`src/rtl/core/rc4sc_pkg.sv`:
```
package rc4sc_pkg;

	// Default geometry of the permutation and of the key.
	localparam int STATE_SIZE_DEF    = 64;
	localparam int MAX_KEY_BYTES_DEF = 24;

	// Configuration register indexes.
	localparam int CFG_ADDR_W = 2;
	localparam int CFG_DATA_W = 64;
	localparam logic [CFG_ADDR_W-1:0] REG_KEY_LOW  = 2'd0;
	localparam logic [CFG_ADDR_W-1:0] REG_KEY_MID  = 2'd1;
	localparam logic [CFG_ADDR_W-1:0] REG_KEY_HIGH = 2'd2;
	localparam logic [CFG_ADDR_W-1:0] REG_KEY_LEN  = 2'd3;

	localparam int KEY_LEN_W = 5;

	// Sequencer states: key schedule and keystream generation.
	typedef enum logic [9:0] {
		ST_IDLE  = 10'b00_0000_0001,
		ST_INIT  = 10'b00_0000_0010,
		ST_KA    = 10'b00_0000_0100,
		ST_KB    = 10'b00_0000_1000,
		ST_KC    = 10'b00_0001_0000,
		ST_KD    = 10'b00_0010_0000,
		ST_START = 10'b00_0100_0000,
		ST_PJ    = 10'b00_1000_0000,
		ST_PT    = 10'b01_0000_0000,
		ST_PW    = 10'b10_0000_0000
	} rc4sc_state_t;

endpackage

```
`src/rtl/core/rc4_stream_cipher.sv`:
```
// RC4-style stream cipher over a permutation of STATE_SIZE entries held in one
// synchronous memory (one read and one write per cycle, registered read data).
// Each input beat returns one output beat, data XOR keystream. In steady state the
// read of S[i], the read of S[j] and the read of the keystream entry follow each
// other through the single read port, with the swap writes slotted in alongside.
// The first beat after reset, or a beat with rekey set in tuser, first runs the
// key schedule: ST_INIT loads the identity, ST_KA to ST_KD do the keyed swaps
// and ST_START restarts the stream. Key registers must be written through the
// cfg port only while idle; the block itself does not enforce this. They take
// effect at the next rekey.
module rc4_stream_cipher #(
	parameter int STATE_SIZE    = rc4sc_pkg::STATE_SIZE_DEF,
	parameter int MAX_KEY_BYTES = rc4sc_pkg::MAX_KEY_BYTES_DEF
) (
	input  logic                            clk,
	input  logic                            arst_n,
	// Configuration write port.
	input  logic                            cfg_we,
	input  logic [rc4sc_pkg::CFG_ADDR_W-1:0] cfg_addr,
	input  logic [rc4sc_pkg::CFG_DATA_W-1:0] cfg_data,
	// Input stream.
	input  logic                            s_axis_tvalid,
	output logic                            s_axis_tready,
	input  logic [7:0]                      s_axis_tdata,  // [7:0] data_byte
	input  logic                            s_axis_tuser,  // [0] rekey
	// Output stream.
	output logic                            m_axis_tvalid,
	input  logic                            m_axis_tready,
	output logic [7:0]                      m_axis_tdata   // [7:0] out_byte
);

	import rc4sc_pkg::*;

	localparam int IW = $clog2(STATE_SIZE);
	localparam logic [IW:0]   NVAL = (IW+1)'(STATE_SIZE);
	localparam logic [IW-1:0] LAST = IW'(STATE_SIZE - 1);
	localparam logic [KEY_LEN_W-1:0] MAX_LEN = KEY_LEN_W'(MAX_KEY_BYTES);

	// Reduces a key byte modulo the state size by restoring subtraction.
	function automatic logic [IW-1:0] mod_byte(input logic [7:0] v);
		logic [15:0] r;
		r = 16'(v);
		for (int s = 7; s >= 0; s--) begin
			if (r >= (16'(STATE_SIZE) << s)) begin
				r = r - (16'(STATE_SIZE) << s);
			end
		end
		return r[IW-1:0];
	endfunction

	// Configuration registers.
	logic [CFG_DATA_W-1:0] key_low_q, key_mid_q, key_high_q;
	logic [KEY_LEN_W-1:0]  key_len_q;

	always_ff @(posedge clk or negedge arst_n) begin
		if (!arst_n) begin
			key_low_q  <= '0;
			key_mid_q  <= '0;
			key_high_q <= '0;
			key_len_q  <= KEY_LEN_W'(1);
		end else if (cfg_we) begin
			case (cfg_addr)
				REG_KEY_LOW:  key_low_q  <= cfg_data;
				REG_KEY_MID:  key_mid_q  <= cfg_data;
				REG_KEY_HIGH: key_high_q <= cfg_data;
				REG_KEY_LEN:  key_len_q  <= cfg_data[KEY_LEN_W-1:0];
				default: ;
			endcase
		end
	end

	// Effective key length, clamped to the legal range.
	logic [KEY_LEN_W-1:0] len_eff;
	always_comb begin
		if (key_len_q == '0) begin
			len_eff = KEY_LEN_W'(1);
		end else if (key_len_q > MAX_LEN) begin
			len_eff = MAX_LEN;
		end else begin
			len_eff = key_len_q;
		end
	end

	// Sequencer and datapath registers.
	rc4sc_state_t state_q;
	logic          keyed_q;
	logic [IW-1:0] i_q, j_q;
	logic [IW-1:0] p_q, acc_q, sp_q, kred_q;
	logic [KEY_LEN_W-1:0] kidx_q;
	logic [IW-1:0] si_q;
	logic          fwd_q;
	logic          ks_fwd_q;
	logic [IW-1:0] ks_val_q;
	logic [7:0]    data_q;
	logic          out_valid_q;
	logic [7:0]    out_data_q;

	// Permutation memory ports.
	logic          mem_we, mem_re;
	logic [IW-1:0] mem_wa, mem_wd, mem_ra;
	logic [IW-1:0] rd_q;
	logic [IW-1:0] mem [STATE_SIZE];

	always_ff @(posedge clk) begin
		if (mem_we) begin
			mem[mem_wa] <= mem_wd;
		end
		if (mem_re) begin
			rd_q <= mem[mem_ra];
		end
	end

	// Handshake decode.
	logic out_load, accept, need_key;
	assign out_load      = !out_valid_q || m_axis_tready;
	assign s_axis_tready = (state_q == ST_IDLE) || ((state_q == ST_PW) && out_load);
	assign accept        = s_axis_tvalid && s_axis_tready;
	assign need_key      = s_axis_tuser || !keyed_q;
	assign m_axis_tvalid = out_valid_q;
	assign m_axis_tdata  = out_data_q;

	// Key byte for the current schedule position.
	logic [3*CFG_DATA_W-1:0] key_all;
	logic [7:0]              key_byte;
	assign key_all  = {key_high_q, key_mid_q, key_low_q};
	assign key_byte = key_all[{kidx_q, 3'b000} +: 8];

	// Stream arithmetic, all modulo the state size.
	logic [IW-1:0] i_n, si, j_n, t_idx, ks, acc_n;
	logic [IW:0]   j_sum, t_sum;
	logic [IW+1:0] a_sum, a_red;
	always_comb begin
		i_n   = (i_q == LAST) ? '0 : i_q + 1'b1;
		si    = fwd_q ? si_q : rd_q;
		j_sum = (IW+1)'(j_q) + (IW+1)'(si);
		j_n   = (j_sum >= NVAL) ? IW'(j_sum - NVAL) : j_sum[IW-1:0];
		t_sum = (IW+1)'(si_q) + (IW+1)'(rd_q);
		t_idx = (t_sum >= NVAL) ? IW'(t_sum - NVAL) : t_sum[IW-1:0];
		ks    = ks_fwd_q ? ks_val_q : rd_q;
		a_sum = (IW+2)'(acc_q) + (IW+2)'(rd_q) + (IW+2)'(kred_q);
		a_red = (a_sum >= (IW+2)'(NVAL)) ? a_sum - (IW+2)'(NVAL) : a_sum;
		acc_n = (a_red >= (IW+2)'(NVAL)) ? IW'(a_red - (IW+2)'(NVAL)) : a_red[IW-1:0];
	end

	// Memory port control per state.
	always_comb begin
		mem_we = 1'b0;
		mem_wa = p_q;
		mem_wd = p_q;
		mem_re = 1'b0;
		mem_ra = i_n;
		case (state_q)
			ST_INIT: begin
				mem_we = 1'b1;
			end
			ST_KA: begin
				mem_re = 1'b1;
				mem_ra = p_q;
			end
			ST_KB: begin
				mem_re = 1'b1;
				mem_ra = acc_n;
			end
			ST_KC: begin
				mem_we = 1'b1;
				mem_wd = rd_q;
			end
			ST_KD: begin
				mem_we = 1'b1;
				mem_wa = acc_q;
				mem_wd = sp_q;
			end
			ST_START: begin
				mem_re = 1'b1;
			end
			ST_PJ: begin
				mem_re = 1'b1;
				mem_ra = j_n;
			end
			ST_PT: begin
				mem_we = 1'b1;
				mem_wa = i_q;
				mem_wd = rd_q;
				mem_re = 1'b1;
				mem_ra = t_idx;
			end
			ST_PW: begin
				mem_we = 1'b1;
				mem_wa = j_q;
				mem_wd = si_q;
				mem_re = accept && !need_key;
			end
			default: begin
				mem_re = accept && !need_key;
			end
		endcase
	end

	// Sequencer.
	always_ff @(posedge clk or negedge arst_n) begin
		if (!arst_n) begin
			state_q     <= ST_IDLE;
			keyed_q     <= 1'b0;
			i_q         <= '0;
			j_q         <= '0;
			p_q         <= '0;
			acc_q       <= '0;
			sp_q        <= '0;
			kred_q      <= '0;
			kidx_q      <= '0;
			si_q        <= '0;
			fwd_q       <= 1'b0;
			ks_fwd_q    <= 1'b0;
			ks_val_q    <= '0;
			data_q      <= '0;
			out_valid_q <= 1'b0;
			out_data_q  <= '0;
		end else begin
			// A consumed beat empties the output unless a new one loads in the same cycle.
			if (m_axis_tready && !((state_q == ST_PW) && out_load)) begin
				out_valid_q <= 1'b0;
			end
			// A new beat either starts the key schedule or reads S[i+1].
			if (accept) begin
				data_q <= s_axis_tdata;
				if (need_key) begin
					state_q <= ST_INIT;
					p_q     <= '0;
				end else begin
					state_q <= ST_PJ;
					i_q     <= i_n;
					// The pending swap write of S[j] lands on the entry just read.
					fwd_q   <= (state_q == ST_PW) && (i_n == j_q);
				end
			end
			case (state_q)
				ST_INIT: begin
					if (p_q == LAST) begin
						state_q <= ST_KA;
						p_q     <= '0;
						acc_q   <= '0;
						kidx_q  <= '0;
					end else begin
						p_q <= p_q + 1'b1;
					end
				end
				ST_KA: begin
					kred_q  <= mod_byte(key_byte);
					state_q <= ST_KB;
				end
				ST_KB: begin
					acc_q   <= acc_n;
					sp_q    <= rd_q;
					state_q <= ST_KC;
				end
				ST_KC: begin
					state_q <= ST_KD;
				end
				ST_KD: begin
					kidx_q <= (kidx_q + 1'b1 == len_eff) ? '0 : kidx_q + 1'b1;
					if (p_q == LAST) begin
						state_q <= ST_START;
						i_q     <= '0;
						j_q     <= '0;
						keyed_q <= 1'b1;
					end else begin
						p_q     <= p_q + 1'b1;
						state_q <= ST_KA;
					end
				end
				ST_START: begin
					i_q     <= i_n;
					fwd_q   <= 1'b0;
					state_q <= ST_PJ;
				end
				ST_PJ: begin
					si_q    <= si;
					j_q     <= j_n;
					state_q <= ST_PT;
				end
				ST_PT: begin
					// S[i] is written this cycle and S[j] next, so forward both.
					ks_fwd_q <= (t_idx == i_q) || (t_idx == j_q);
					ks_val_q <= (t_idx == i_q) ? rd_q : si_q;
					state_q  <= ST_PW;
				end
				ST_PW: begin
					if (out_load) begin
						out_valid_q <= 1'b1;
						out_data_q  <= data_q ^ 8'(ks);
						if (!accept) begin
							state_q <= ST_IDLE;
						end
					end
				end
				default: ;
			endcase
		end
	end

endmodule
```
`config.mk`:
```
export PLATFORM = sky130hd
export DESIGN_NAME = rc4_stream_cipher
export DESIGN_NICKNAME = d
export VERILOG_FILES = /design/src/rtl/core/rc4sc_pkg.sv /design/src/rtl/core/rc4_stream_cipher.sv
export SDC_FILE = /design/constraint.sdc
export NUM_CORES = 1
export LEC_CHECK = 0
export BUFFER_PORTS_ARGS = -buffer_cell sky130_fd_sc_hd__buf_2
export CAP_MARGIN = 20
export CELL_PAD_IN_SITES_DETAIL_PLACEMENT = 1
export CELL_PAD_IN_SITES_GLOBAL_PLACEMENT = 2
export CORE_ASPECT_RATIO = 1.2
export CORE_UTILIZATION = 41
export CTS_CLUSTER_SIZE = 12
export DETAILED_ROUTE_END_ITERATION = 16
export GPL_TIMING_DRIVEN = 0
export PLACE_DENSITY = 0.85
export SKIP_LAST_GASP = 1
export SYNTH_ARGS = -nofsm -noshare
export SYNTH_HDL_FRONTEND = slang
export SYNTH_SLANG_ARGS = --single-unit
```
`constraint.sdc`:
```
create_clock -name clk -period 4 [get_ports clk]
set_clock_uncertainty 0.05 [all_clocks]
set_input_delay 0.2 -clock clk [delete_from_list [all_inputs] [get_ports clk]]
set_output_delay 0.2 -clock clk [all_outputs]
set_load 0.1 [all_outputs]
```
# Yosys cells after proc, flatten, opt, wreduce, memory -nomap -nowiden
# Memory sizes are Yosys's and may differ from the RTL's. A register that Yosys moved wholly into a read port is not among the register bits.
# Cells that the tools add are included.
# word_totals
register_bits,280
ram_bits,384
inputBits,80
output_inout_bits,10
elab_cells,146
mem_count,1
# op_classes
add_sub_neg,13
order_cmp,7
n_eq_ne,22
shifts,1
mux,48
bitwise,1
n_reduce_logical,33
# mem_list
name,words,word_bits,read_ports,rd_clocked_by_memory_dff,write_ports,line_no,rtl
mem,64,6,1,1,1,rc4_stream_cipher.sv:102,logic [IW-1:0] mem [STATE_SIZE];
# op_table
cell,n
variable part select 192 x 9 -> 8 bit,1
2-to-1 mux 6 bit,16
case mux 10 bit (9 select lines),1
case mux 6 bit (2 select lines),4
2-to-1 mux 10 bit,4
case mux 6 bit (3 select lines),2
2-to-1 mux 16 bit,2
case mux 6 bit (4 select lines),1
"subtractor 6 x 1 -> 6 bit, second input constant",4
adder 6 x 6 -> 7 bit,3
2-to-1 mux 5 bit,4
AND reduction 2 bit,10
equality test 6 bit,3
"greater-or-equal comparator 16 x 7 -> 1 bit, second input constant",1
"greater-or-equal comparator 8 x 7 -> 1 bit, second input constant",2
2-to-1 mux 8 bit,2
"greater-or-equal comparator 7 bit, second input constant",2
"adder 6 x 1 -> 6 bit, second input constant",2
"equality test 6 bit, second input constant",2
"equality test 10 x 1 -> 1 bit, second input constant",1
"equality test 10 bit, second input constant",1
"equality test 10 x 2 -> 1 bit, second input constant",1
"equality test 10 x 3 -> 1 bit, second input constant",1
"equality test 10 x 4 -> 1 bit, second input constant",1
30 further kinds,54

# Longest topological paths before layout
# Gate-level depths: netlist of the first run.
# logic_depth
word_depth,9
depth_mapped,17
ltp_nobuf,15

# Worst setup path after synthesis of the first run
# OpenSTA, ideal clock, no wires.
# synth_timing
path_type,flip-flop to flip-flop
from,reg state_q[5]
to,"reg rd_q[0] (read register of mem), enable pin"
setup_ns,0.318
arrival_time_ns,4.424
required_ns,3.632
path_slack_ns,-0.792
path_stages_with_launch,9
path_buffers,2
period_less_slack_ns,4.792
cell_sequence,dfrtp_1 buf_2 nor4_2 buf_2 nand2_1 o31ai_1 nand2_1 o21ai_0 or3_1
# synth_between
elab_chain_cells,6
word_cells_on_any_way,18
cone_classes,eq/ne: 10; mux: 2; reduce/logical: 6
# synth_lines
element,line_no,rtl
start: declaration,rc4_stream_cipher.sv:85,rc4sc_state_t state_q;
start signal: assignment,rc4_stream_cipher.sv:202,state_q <= ST_IDLE;
start signal: assignment,rc4_stream_cipher.sv:227,state_q <= ST_INIT;
start signal: assignment,rc4_stream_cipher.sv:230,state_q <= ST_PJ;
equality test 10 bit,rc4_stream_cipher.sv:116,assign s_axis_tready = (state_q == ST_IDLE) || ((state_q == ST_PW) && out_load);
logical AND 1 bit,rc4_stream_cipher.sv:116,
logical OR 1 bit *,rc4_stream_cipher.sv:116,
net s_axis_tready,rc4_stream_cipher.sv:23,"output logic s_axis_tready,"
logical AND 1 bit *,rc4_stream_cipher.sv:117,assign accept = s_axis_tvalid && s_axis_tready;
logical AND 1 bit *,"rc4_stream_cipher.sv:191, rc4_stream_cipher.sv:194",
case mux 1 bit (2 select lines) *,rc4_stream_cipher.sv:152,case (state_q)
net mem_re,rc4_stream_cipher.sv:99,"logic mem_we, mem_re;"
end: declaration,rc4_stream_cipher.sv:101,logic [IW-1:0] rd_q;
# The timed path passes the listed nets; every way through them passes the cells marked *.
# A chain may end at the register's enable or synchronous reset.

# Worst setup path after layout of the first run
# layout_timing
from,reg rd_q[1] (read register of mem)
to,reg rd_q[2] (read register of mem) (data pin)
# layout_between
elab_chain_cells,7
word_cells_on_any_way,18
cone_classes,add/sub: 8; order compare: 4; mux: 6
# layout_lines
element,line_no,rtl
adder 6 x 6 -> 7 bit,rc4_stream_cipher.sv:140,a_sum = (IW+2)'(acc_q) + (IW+2)'(rd_q) + (IW+2)'(kred_q);
adder 7 x 6 -> 8 bit,rc4_stream_cipher.sv:140,
subtractor 8 x 7 -> 8 bit or greater-or-equal comparator 8 x 7 -> 1 bit (tied branches),rc4_stream_cipher.sv:141,a_red = (a_sum >= (IW+2)'(NVAL)) ? a_sum - (IW+2)'(NVAL) : a_sum;
2-to-1 mux 8 bit,rc4_stream_cipher.sv:141,
greater-or-equal comparator 8 x 7 -> 1 bit or subtractor 6 x 1 -> 6 bit (tied branches),rc4_stream_cipher.sv:142,acc_n = (a_red >= (IW+2)'(NVAL)) ? IW'(a_red - (IW+2)'(NVAL)) : a_red[IW-1:0];
2-to-1 mux 6 bit,rc4_stream_cipher.sv:142,
case mux 6 bit (4 select lines) *,rc4_stream_cipher.sv:152,
# Every way passes the cells marked *; elsewhere a longest branch is shown, timed or not.

==> results of run 1 <==
-- metrics by stage --
step           util, %  instance area [µm²]  cells  hold WS [ps]  worst slack, ps
6_report         51.03                33740   3176         73.92           -562.0
5_1_grt          51.03                33740   3176         108.8           -620.7
4_1_cts          50.21                33200   3149         50.13           -421.3
3_5_place_dp     44.39                29350   2945         257.8            -1550
3_3_place_gp     43.95                29060   2935         324.6            -3444
2_1_floorplan        -                27570   1970        -145.6           -298.9
-- critical path: cells and delay by family, from the launching register on --
family	cells	cell delay (ps)
adder cells (fa/ha/maj)	3	1160
AND/OR/NAND/NOR	3	620
AO/OA/AOI/OAI	6	1250
buffers and inverters	6	770
flip-flops	1	460
-- layout make-up --
type	instances	area share [%]
inverters	21	0.2336
repair buffers	195	4.962
plain buffers	109	1.954
flip-flops and latches	622	51.93
clock buffers	104	5.592
well taps	892	3.308
multi-input cells	1218	31.46
clock inverters	15	0.5637
-- power by group --
| group | internal [W] | total, W | leakage, nW | switching (W) |
|---|---|---|---|---|
| clock network | 0.00336 | 0.00603 | 0.998 | 0.00267 |
| registers | 0.00812 | 0.00864 | 6.44 | 0.000523 |
| logic | 0.00277 | 0.00755 | 4.76 | 0.00478 |
-- sequential cells by signal, indices dropped and copies added (netlist names), 5 cells and up --
signal,flops
rd_q,6
m_axis_tdata,8
kred_q,6
sp_q,6
i_q,6
state_q,10
key_low_q,48
key_mid_q,48
mem,384
si_q,6
j_q,6
key_high_q,48
p_q,6
ks_val_q,6
data_q,8
acc_q,6
key_len_q,5
kidx_q,5
-- path summary, 6_finish.rpt --
check	from	end	depth (start not counted)
worst min-delay path	cfg_addr[1]	key_len_q[3]	3
worst max-delay path	rd_q[1]	rd_q[2]	18
max in group asynchronous	arst_n	m_axis_tvalid	3
worst min register to register	keyed_q	keyed_q	1
worst max register to register	rd_q[1]	rd_q[2]	18
min in group asynchronous	arst_n	key_mid_q[36]	2
-- routing by layer --
| metal | GRT usage (%) | up-vias |
|---|---|---|
| met2 | 43.17 | 667 |
| met3 | 3.667 | 210 |
| met1 | 29.92 | 9638 |
| met4 | 12.85 | 0 |
| met5 | 0 | - |
| li1 | - | 8015 |
-- placed cells by master (no fill, tap or decap), types with 15 or more instances in the layout --
cell type and n:
buf_2 88, a21oi_1 54, xnor2_1 22, nor2_4 40
a21o_1 15, nand2_1 208, a21boi_0 17, buf_4 57
dfrtp_1 229, o21ai_0 44, dlygate4sd3_1 60, mux2_2 183
edfxtp_1 390, inv_1 19, nor2_2 30, nor2_1 33
clkbuf_1 77, nand3_1 39, buf_6 15, clkbuf_16 68
mux2i_1 106, o22ai_1 35, ha_1 16, xor2_1 23
mux4_2 43
-- what timing repair did --
item,4_1_cts,5_1_grt
buffers inserted,25,23
pin swaps,35,32
hold buffers,60,0
gates resized for setup,228,66
cloned,1,2
endpoints found under the setup margin,524,560
endpoints found under the hold margin,267,0
-- cell usage after synthesis (7+ instances only) --
cell | instances | share of area [%]
a222oi_1 | 11 | 0.40
nor2_1 | 100 | 1.4
mux2_2 | 183 | 7.5
nor3_1 | 14 | 0.25
and3_1 | 11 | 0.25
fa_1 | 8 | 0.58
nand3_1 | 46 | 0.84
xor2_1 | 23 | 0.73
o21ai_0 | 49 | 0.89
inv_1 | 21 | 0.29
nand2_1 | 217 | 3.0
a32oi_1 | 10 | 0.32
a21boi_0 | 19 | 0.52
or4_1 | 15 | 0.41
o21a_1 | 7 | 0.19
o22ai_1 | 37 | 0.84
o221ai_1 | 12 | 0.38
buf_4 | 7 | 0.19
buf_2 | 32 | 0.58
edfxtp_1 | 390 | 42
mux4_2 | 43 | 3.5
a211oi_1 | 18 | 0.49
ha_1 | 17 | 0.77
mux2i_1 | 106 | 3.8
a21o_1 | 15 | 0.41
clkbuf_1 | 54 | 0.74
xnor2_1 | 23 | 0.73
dfrtp_1 | 230 | 21
nand2b_1 | 13 | 0.30
a31oi_1 | 15 | 0.34
buf_6 | 7 | 0.29
o211ai_1 | 8 | 0.22
a22oi_1 | 13 | 0.35
a21oi_1 | 62 | 1.1
nor2b_1 | 15 | 0.34
buf_1 | 11 | 0.15
nor4_1 | 11 | 0.25
-- cells by family after synthesis --
kind of cell	after synthesis
DFF	622
and+or+nand+nor	488
muxes	332
AOI/OAI and AO/OA	325
buffers and inverters	132
xor gates and xnor gates	46
adders and majority gates	25
==> run metrics, run 1 <==
area grow syn2layout=22.40%; VDD IR max=438.6 µV; met2 WL=43930 µm; Worst-Margin Slew=994.7 ps; Hold Crit Class=in -> reg; number of synthesized flops with an enable pin=390; Final Setup Violations=6; RSZ-0062 raised after global routing=yes; Clock Pin Slew Worst Setup and Hold Paths=70 ps; area occupied by multi-input gates=10610 µm²; CTS tree=built; # H-tree levels=3; multiplexer share of the synthesized area=14.84%; async set-reset flop share out of synthesis=37.30%; Skew-Pair Late Insertion Delay=620 ps; n_diodes=0; highest routed layer=met4; Die Y=286.0 µm; Mapped Cells=1970; crit end category=flop; Synth cell types=79; failing checks=setup timing; drt first pass iters=7; Met1 Routed Length=32620 µm; Total GRT Usage=24.87%; initial antenna violation count=0; vias in the first global route=20231; cell area after synthesis=27560 µm²; Compound-Gate Fraction of Synth Area=8.107%; CTS max path bufs=3; pwr/cell area=658.7 nW/µm²; met3 wire length=4585 µm; final worst-path cycle share=114.0%; global-route wire length before repair=126700 µm; CTS Sinks=622; max-capacitance violation count=0; crit path cell chain=inv_2 > fa_1 > inv_1 > ha_2 > inv_2 > fa_1 > nor2_2 > a32oi_2 > a211oi_4 > a211o_4 > buf_12 > buf_12 > nor2_4 > buf_4 > a32oi_1 > o211ai_1 > a31oi_4 > nor3_4; syn_nets=2075; crit-path max cell delay=570 ps; Max Clock Freq=219.2 MHz; proportion of layout cells with a drive suffix above 1=30.21%; Setup TNS Final=-3058 ps; Final min period=4562 ps; Pleak=12.20 nW; Worst R2R Setup Slack=-560 ps; IO Port Bufs=73; Tot Pwr=0.02222 W; final hold vios=0; DP HPWL=56330 µm; CP required=4360 ps; largest net degree at the start of global routing=128; Synthesis Warnings=0; relative slew slack=33.68%; Synth Register Bits=622; buffer type at the clock tree root=clkbuf_16; register area share after synthesis=63.56%; antenna viol nets, final=0; final slew viol count=0; total CTS buffers=67; Syn Area/Cell=13.99 µm²; WL per Instance=26.89 µm; chip width=238.7 µm; Starting Density=41.69%; outcome=finished with violations; gp weighted congestion=0.8925; via count=18530; Boundary Pins=90; total wire length=85410 µm; number of core rows=103; total die area=68280 µm²; nets=2339; via/cell ratio=5.834; Critical Path Fanout Max=10; Synth Area in Simple Gates=8.452%; GR Overflow Total=0; largest family of logic cells by synthesized area=multiplexers; Synth Area in XOR/XNOR=1.462%; Synth Area in Adders=1.353%; Sequential Area=17520 µm²; drc violations=0; dominant synthesized flop cell=edfxtp_1; Arr. time, crit path=4920 ps; initial detailed-routing violation count=1514; # fillers=6442; startpoint types=flop; WS Path Type=reg -> reg; placeable core region=66110 µm²; PnR worst setup slack=-562.0 ps; Slowest cell on crit path=fa_1
(Power assumes the default switching activity.)
==> inputs of run 2 (changes only) <==
- TNS_END_PERCENT: not set -> 1
==> run metrics, run 2 (synthesis results as in run 1) <==
Skew-Pair Late Insertion Delay=620 ps; Final Util=49.95%; # fillers=6511; most common cell after layout, fill and taps aside=edfxtp_1; Die Y=286.0 µm; WS Path Type=reg -> reg; total die area=68280 µm²; drt first pass iters=7; Max Clock Freq=223.0 MHz; largest net degree at the start of global routing=118; chip width=238.7 µm; Arr. time, crit path=4770 ps; Tot Pwr=0.02141 W; max reg flops=384; via/cell ratio=5.772; global-route wire length before repair=124200 µm; via count=18176; Hold Crit Class=in -> reg; Reg power frac=40.4%; WL per Instance=25.92 µm; Worst R2R Setup Slack=-480 ps; total wire length=81630 µm; RSZ-0062 raised after global routing=yes; startpoint types=flop; Critical Path Fanout Max=10; proportion of layout cells with a drive suffix above 1=28.36%; crit path cell chain=inv_2 > fa_1 > inv_1 > ha_2 > inv_2 > fa_1 > nor2_1 > a32oi_1 > a211oi_2 > buf_4 > a211oi_4 > buf_12 > buf_4 > nand3_4 > clkbuf_16 > o22ai_1 > or4_4 > nor2_1 > nor3_2; Switching Share=34.93%; drc violations=0; initial detailed-routing violation count=1380; total CTS buffers=66; crit-path max cell delay=540 ps; PnR worst setup slack=-484.2 ps; CP required=4290 ps; GR Overflow Total=0; Worst-Margin Slew=1092 ps; Starting Density=41.69%; antenna viol nets, final=0; DP HPWL=55540 µm; Boundary Pins=90; vias in the first global route=19705; crit end category=flop; VDD IR max=354.8 µV; Final Setup Violations=275; Clock Power Share=26.9%; Slowest cell on crit path=fa_1; Clock Pin Slew Worst Setup and Hold Paths=60 ps; number of core rows=103; final slew viol count=0; failing checks=setup timing; IO Port Bufs=73; relative slew slack=27.17%; most frequent cells in the layout=edfxtp_1 (390), dfrtp_1 (229), nand2_1 (210), mux2_2 (183), mux2i_1 (106); Placed Area=29330 µm²; Buffers & Inverters on Critical Path=7; area grow syn2layout=19.80%; final hold vios=0; CTS max path bufs=3; gp weighted congestion=0.9061; placeable core region=66110 µm²; # H-tree levels=3; Largest Register=mem; Total GRT Usage=24.41%; Hold Slack=42.33 ps; max-capacitance violation count=0; post-route design area=33020 µm²; CTS Sinks=622; outcome=finished with violations; CTS tree=built; combinational share of power=32.7%; n_diodes=0; pwr/cell area=648.4 nW/µm²; initial antenna violation count=0; net switching power=0.007479 W; Final min period=4484 ps; Pleak=12.00 nW; P_int=0.01393 W; cell family with most CP delay=adder cells; nets=2317; final worst-path cycle share=112.1%; buffer type at the clock tree root=clkbuf_16
run 2: per-layer routing:
metal | wire, µm | up-vias | share of wire [%] | global-route usage (%)
li1 | - | 7953 | - | -
met1 | 31740 | 9545 | 39 | 29.37
met2 | 43390 | 528 | 53 | 44.07
met3 | 3591 | 150 | 4.4 | 2.885
met4 | 2913 | 0 | 3.6 | 10.08
met5 | 0 | - | 0 | 0
run 2: final timing paths:
path | startpoint | end | cells after the start
hold reg to reg | keyed_q | keyed_q | 1
min in group asynchronous | arst_n | key_low_q[60] | 2
max in group asynchronous | arst_n | fwd_q | 3
setup reg to reg | rd_q[1] | rd_q[1] | 19
setup / recovery | rd_q[1] | rd_q[1] | 19
hold / removal | cfg_addr[1] | key_len_q[1] | 3
run 2: worst min-delay path, stage by stage:
cell	delay, ps
buf_2	120
nand3_1	180
mux2_2	180
run 2: timing repair:
item | CTS | global route
pin swaps | 27 | 0
setup endpoints to repair | 390 | 594
resized for setup | 187 | 22
hold buffers | 59 | 0
hold endpoints to repair | 276 | 0
cloned | 1 | 0
setup buffers | 29 | 0
run 2: cell type report:
| cell class | count | area (µm²) | area share (%) |
|---|---|---|---|
| Timing Repair Buffer | 174 | 1506 | 4.562 |
| Clock buffer | 96 | 1836 | 5.558 |
| Multi-Input combinational cell | 1217 | 10160 | 30.78 |
| Clock inverter | 17 | 136.4 | 0.4130 |
| Sequential cell | 622 | 17520 | 53.06 |
| Inverter | 21 | 78.83 | 0.2387 |
| Buffer | 110 | 665.6 | 2.016 |
| Tap cell | 892 | 1116 | 3.380 |
run 2: power by group through the flow:
stage / registers, W / logic (W) / clock network, W
2_1_floorplan: 0.00883 / 0.00381 / 0
3_3_place_gp: 0.00882 / 0.00574 / 0
3_5_place_dp: 0.00878 / 0.00626 / 0
4_1_cts: 0.00865 / 0.00688 / 0.00583
5_1_grt: 0.00873 / 0.00741 / 0.00605
6_report: 0.00866 / 0.00699 / 0.00576
run 2: metrics by stage:
step	cells	setup WS (ps)	TNS, ps
detailed placement	2945	-1572	-142680
finish	3149	-484.2	-31990
floorplan	1970	-298.9	-76820
global placement	2935	-3433	-1292750
CTS	3146	-341.7	-58460
global route	3149	-551.4	-116780
